[src/rtl/salru_pkg.sv]
package salru_pkg;

  // fixed widths of the ports
  localparam int ADDR_IN_W = 32;
  localparam int WAY_OUT_W = 2;
  localparam int SET_OUT_W = 6;
  localparam int TAG_OUT_W = 21;
  localparam int OFF_OUT_W = 5;
  localparam int CNT_W     = 32;

  // controller to datapath
  typedef struct packed {
    logic clr_step;  // write one cleared set row
    logic load;      // capture address, read its set row
    logic look;      // compare tags of the set row
    logic commit;    // write back set row, load result registers
  } salru_cmd_t;

  // datapath to controller
  typedef struct packed {
    logic clr_last;  // clear pass is on its last row
  } salru_sts_t;

  // floor of log2 for elaboration-time field sizes
  function automatic int floor_log2(input int v);
    int n;
    int x;
    n = 0;
    x = v;
    for (int i = 0; i < 31; i++) begin
      if (x > 1) begin
        x = x >> 1;
        n = n + 1;
      end
    end
    return n;
  endfunction

endpackage

[src/rtl/salru_ctrl.sv]
module salru_ctrl
  import salru_pkg::*;
(
  input  logic       clk,
  input  logic       rst_n,
  input  logic       in_valid,
  output logic       in_ready,
  output logic       out_valid,
  input  logic       out_ready,
  input  salru_sts_t sts,
  output salru_cmd_t cmd
);

  typedef enum logic [1:0] {
    ST_CLEAR,
    ST_IDLE,
    ST_LOOK,
    ST_UPDATE
  } state_t;

  state_t state_r;
  state_t state_nxt;
  logic   out_valid_r;
  logic   out_valid_nxt;
  logic   slot_free;

  assign slot_free = !out_valid_r || out_ready;

  always_comb begin
    state_nxt     = state_r;
    out_valid_nxt = out_valid_r;
    cmd           = '0;
    if (out_valid_r && out_ready) begin
      out_valid_nxt = 1'b0;
    end
    case (state_r)
      ST_CLEAR: begin
        cmd.clr_step = 1'b1;
        if (sts.clr_last) begin
          state_nxt = ST_IDLE;
        end
      end
      ST_IDLE: begin
        if (in_valid) begin
          cmd.load  = 1'b1;
          state_nxt = ST_LOOK;
        end
      end
      ST_LOOK: begin
        cmd.look  = 1'b1;
        state_nxt = ST_UPDATE;
      end
      ST_UPDATE: begin
        if (slot_free) begin
          cmd.commit    = 1'b1;
          out_valid_nxt = 1'b1;
          state_nxt     = ST_IDLE;
        end
      end
      default: begin
        state_nxt = ST_CLEAR;
      end
    endcase
  end

  always_ff @(posedge clk) begin
    if (!rst_n) begin
      state_r     <= ST_CLEAR;
      out_valid_r <= 1'b0;
    end else begin
      state_r     <= state_nxt;
      out_valid_r <= out_valid_nxt;
    end
  end

  assign in_ready  = (state_r == ST_IDLE);
  assign out_valid = out_valid_r;

endmodule

[config.mk]
export PLATFORM = sky130hd
export DESIGN_NAME = salru_ctrl
export DESIGN_NICKNAME = d
export VERILOG_FILES = /design/src/rtl/salru_pkg.sv /design/src/rtl/salru_ctrl.sv
export SDC_FILE = /design/constraint.sdc
export NUM_CORES = 1
export LEC_CHECK = 0
export ABC_CLOCK_PERIOD_IN_PS = 1240
export BUFFER_PORTS_ARGS = -buffer_cell sky130_fd_sc_hd__buf_2
export CORE_AREA = 2 2 39 41
export CTS_CLUSTER_DIAMETER = 40
export CTS_CLUSTER_SIZE = 8
export DETAILED_ROUTE_END_ITERATION = 6
export DIE_AREA = 0 0 41 43
export HOLD_SLACK_MARGIN = 0.08
export MAX_ROUTING_LAYER = met4
export PLACE_DENSITY = 0.48
export SLEW_MARGIN = 0
export SYNTH_ARGS = -nofsm -noshare
export SYNTH_HDL_FRONTEND = slang
export SYNTH_SLANG_ARGS = --single-unit
[constraint.sdc]
create_clock -name clk -period 1.24 [get_ports clk]
set_input_delay 0.186 -clock clk [delete_from_list [all_inputs] [get_ports clk]]
set_output_delay 0.186 -clock clk [all_outputs]
set_load 0.005 [all_outputs]
Word level (Yosys, flattened, before mapping) --
Cells that the tools add are included.
Storage, ports and cells: logic and storage cells 26, register bits 3, output and inout port bits 6, input port bits 5
Cells by class: reductions and logical operators 5, muxes and demuxes 13, eq/ne operators 6
Operators by type and width (number):
- 2-to-1 mux 1 bit | 9
- case mux 2 bit (4 select lines) | 1
- 2-to-1 mux 2 bit | 3
- != test 2 bit, second input constant | 3
- == test 2 bit, second input constant | 2
- AND reduction 3 bit | 1
- == test 2 x 1 -> 1 bit, second input constant | 1
- logical NOT 2 bit | 1
- logical AND 1 bit | 1
- logical NOT 1 bit | 1
- logical OR 1 bit | 1

Logic depth before layout (Yosys ltp) --
word-level depth 4, mapped depth 4, gate-level depth less buffers 4

Worst setup path after synthesis --
No wires, ideal clock.
path kind flip-flop to flip-flop, start register state_r[0], end register state_r[0], clock period less this slack 1.391 ns, setup time 0.072 ns, data required time 1.168 ns, buffers on the path 0, arrival time 1.320 ns, cell stages (with the launch flop) 5, slack -0.151 ns, cells stage by stage dfxtp_1 inv_1 ha_1 a222oi_1 mux2i_1
On the way: cells in the longest elaborated chain, start to end 3, elaborated cells on any way between the ends 9, classes of those cells eq/ne (6); mux (1); reduce/logical (2)
Ends and longest elaborated chain:
- start, declared | line salru_ctrl.sv:21 | state_t state_r;
- start signal, assigned | line salru_ctrl.sv:71 | state_r <= state_nxt;
- == test 2 bit (tied with other cells) | line salru_ctrl.sv:36 | case (state_r)
- != test 2 bit (no line)
- AND reduction 3 bit (no line)
Parallel ways exist; a longest one is shown, timed or not. A chain may end at the register's enable or synchronous reset.

==> impl_results.md <==
- Final WS setup: -95.8 ps
- Tcrit/Tclk final: 1.08
- P&R area growth vs syn: 102%
- Unrepaired setup endpoints after global routing: yes
- Final GP Congestion: roughly 0.65
- Gr usage total: 0.0595
- CTS sink count: 3
- Crit path launch: state_r[1]$_SDFFE_PN0P_
- Post-Syn Instances: 23
- Psw: between 0.2 and 0.3 mW
- Crit-path cells: inv_4 > ha_4 > buf_6 > and2_4 > buf_6
- Pre-CTS WS: -68.2 ps
- Combinational share of power: 0.544
- Die height: roughly 43 µm
- Peak VDD IR: roughly 0.75 mV
- CP endpoint kind: output port
- Leak: about 0.21 nW
- Synth warnings: 0
- Drc violations: 0
- H-Tree Depth: 1
- Final setup vio count: 4
- Register bit total from synthesis: 3
- Crit path launch type: flop
- Core Region: between 1000 and 1500 µm²
- Post-Synthesis Cell Area: between 200 and 250 µm²
- Cell Int Power: 0.549 mW
- Seq/Total Area, Yosys: 0.282
- Syn Nets: 33
- Clock transition at path regs: ~40 ps
- MaxCap Viol Count: 0
- CP required: roughly 1100 ps
- Worst r2r dst: state_r[0]$_SDFFE_PN0P_
- Sequential share of power: 0.248
- Levels on crit path: 5
- Chip Width: 41 µm
- Critical Path Max Stage Delay: ~380 ps
- Clk network pwr share: 0.208
- Outcome: finished with violations
- Syn avg cell area: between 9 and 10 µm²
- Routed wire length: 477 µm
- Switching part of the total: 0.334
- CP endpoint: cmd[2]
- Hold_buf cts: 0
- Max Clk Rate: about 0.75 GHz
- Root Buffer: clkbuf_4
- Relative slew slack: 0.823
- Final ANT Viol Nets: 0
- Largest net degree at the start of global routing: 6
- Total power: 0.825 mW
- CTS tree: built
- Vias in the first global route: ~180
- Fin Hold WS: roughly 220 ps
- Violated checks: negative setup slack
- Initial antenna violation count: 0
- Cell variety after synth: 10
- # diodes: 0
- Pwr dens: 1920 nW/µm²
- Vias per inst: roughly 3.7
- Drt pass-1 iters: 4
- Share of cells above drive strength 1: 0.659
- FP Rows: 14
- Min Tclk post-route: roughly 1300 ps
- Clock buffer depth: 2
- Vias post-DR: ~220
- Pin slew with the least headroom to its limit: ~270 ps
- I/O Pins: 11
- Most repeated library cell on the critical path: buf_6
- Fill count: 150
- CP delay by family, top: flip-flops
- Cells on worst reg2reg path: 5
- First-pass GRT wire length: roughly 660 µm
- Slowest stage cell on the critical path: dfxtp_4
- Critical R2R Launch: state_r[0]$_SDFFE_PN0P_
- Cts bufs inserted: 3
- Worst Path Buf+Inv: 3
- Min-Delay Path Class: input pin to flop
- Crit path arrival time: between 1000 and 1500 ps
- Initial Util: 0.154
- Latest clock arrival within the worst-skew pair: around 230 ps
- Crit-path max FO: 4
- Clock Skew: 1.25 ps
- Post-DR wirelength/cell: just under 8 µm
- I/O Buffers: 10
- Initial DRC count: 2
- GRT Residual Overflow: 0
- Die area: around 1800 µm²
- Fin. max-slew vios: 0
- # nets final: 55
- CP Class: flop to output port
- Reg2Reg Setup Slack: -70 ps
- Final Hold Viols: 0
-- registers in the layout (all words and copies together) (netlist names) --
| register | count |
|---|---|
| out_valid | 1 |
| state_r | 2 |
-- what timing repair did --
action	in CTS	in global routing
buffers inserted	1	0
endpoints found under the hold margin	0	0
gates resized for setup	8	4
pin swaps	2	1
setup endpoints to repair	6	6
-- power by group through the flow --
stage          sequential, mW  clock, mW  combinational (mW)
2_1_floorplan           0.164          0               0.190
3_3_place_gp            0.170          0               0.375
3_5_place_dp            0.172          0               0.373
4_1_cts                 0.197      0.176               0.420
5_1_grt                 0.210      0.187               0.515
6_report                0.205      0.171               0.449
-- worst register-to-register path: cells and delay by family (launching register included) --
kind | cells | cell delay [ps]
multiplexers | 1 | 170
adder cells (fa/ha/maj) | 1 | 150
buffers and inverters | 2 | 230
AO/OA/AOI/OAI | 1 | 300
flip-flops | 1 | 390
-- cell type report --
type	count	area (µm²)	share of cell area
repair buffers	17	116	0.270
clock buffers	4	26.3	0.0610
flip-flops and latches	3	67.6	0.157
multi-input cells	16	180	0.419
well taps	16	20.0	0.0465
inverters	4	20.0	0.0465
-- synth_stat cells --
cell | count | area, µm²
a222oi_1 | 1 | 10.0
ha_1 | 5 | 62.6
dfxtp_1 | 3 | 60.1
or2b_1 | 1 | 7.51
nor2b_1 | 2 | 12.5
mux2i_1 | 2 | 20.0
nand2_1 | 3 | 11.3
o21a_1 | 1 | 7.51
and2_1 | 1 | 6.26
inv_1 | 4 | 15.0
-- per-stage QoR --
step                TNS [ps]  area [µm²]  utilization  cells
detailed placement      -130         345        0.250     55
global route            -562         430        0.311     60
CTS                     -317         408        0.295     60
finish                  -303         430        0.311     60
floorplan               -127         230            -     23
global placement        -159         345        0.250     55
-- metal layers --
metal | wire length [µm] | vias up | GRT usage | part of all wire
li1 | - | 116 | - | -
met1 | 180 | 95 | 0.0607 | 0.38
met2 | 217 | 11 | 0.0844 | 0.45
met3 | 79 | 0 | 0.0471 | 0.17
met4 | 0 | 0 | 0.0200 | 0
met5 | 0 | - | - | 0
-- worst min path at each step --
stage | start | endpoint | depth (start not counted)
after CTS | rst_n | out_valid$_SDFF_PN0_ | 2
after floorplan | rst_n | out_valid$_SDFF_PN0_ | 1
after detailed placement | rst_n | out_valid$_SDFF_PN0_ | 2
after global routing | rst_n | out_valid$_SDFF_PN0_ | 2
after global placement | rst_n | out_valid$_SDFF_PN0_ | 2
final | rst_n | out_valid$_SDFF_PN0_ | 2
-- kinds of logic after synthesis --
logic type | Yosys count | share of synthesized area
DFF | 3 | 0.282
adders and majority gates | 5 | 0.294
muxes | 2 | 0.0941
AOI/OAI and AO/OA | 2 | 0.0824
buffers and inverters | 4 | 0.0706
and+or+nand+nor | 7 | 0.176
-- placed cells by master, fill, tap and decap left out --
| cell | n |
|---|---|
| nor2b_1 | 2 |
| ha_4 | 3 |
| a222oi_1 | 1 |
| dfxtp_1 | 1 |
| ha_2 | 1 |
| inv_4 | 2 |
| or2b_1 | 1 |
| dfxtp_4 | 2 |
| mux2i_1 | 2 |
| inv_1 | 2 |
| nand2_1 | 3 |
| buf_2 | 9 |
| ha_1 | 1 |
| clkbuf_1 | 1 |
| o21a_1 | 1 |
| buf_4 | 5 |
| clkbuf_4 | 3 |
| and2_4 | 1 |
| buf_6 | 3 |
(Power assumes the default switching activity.)
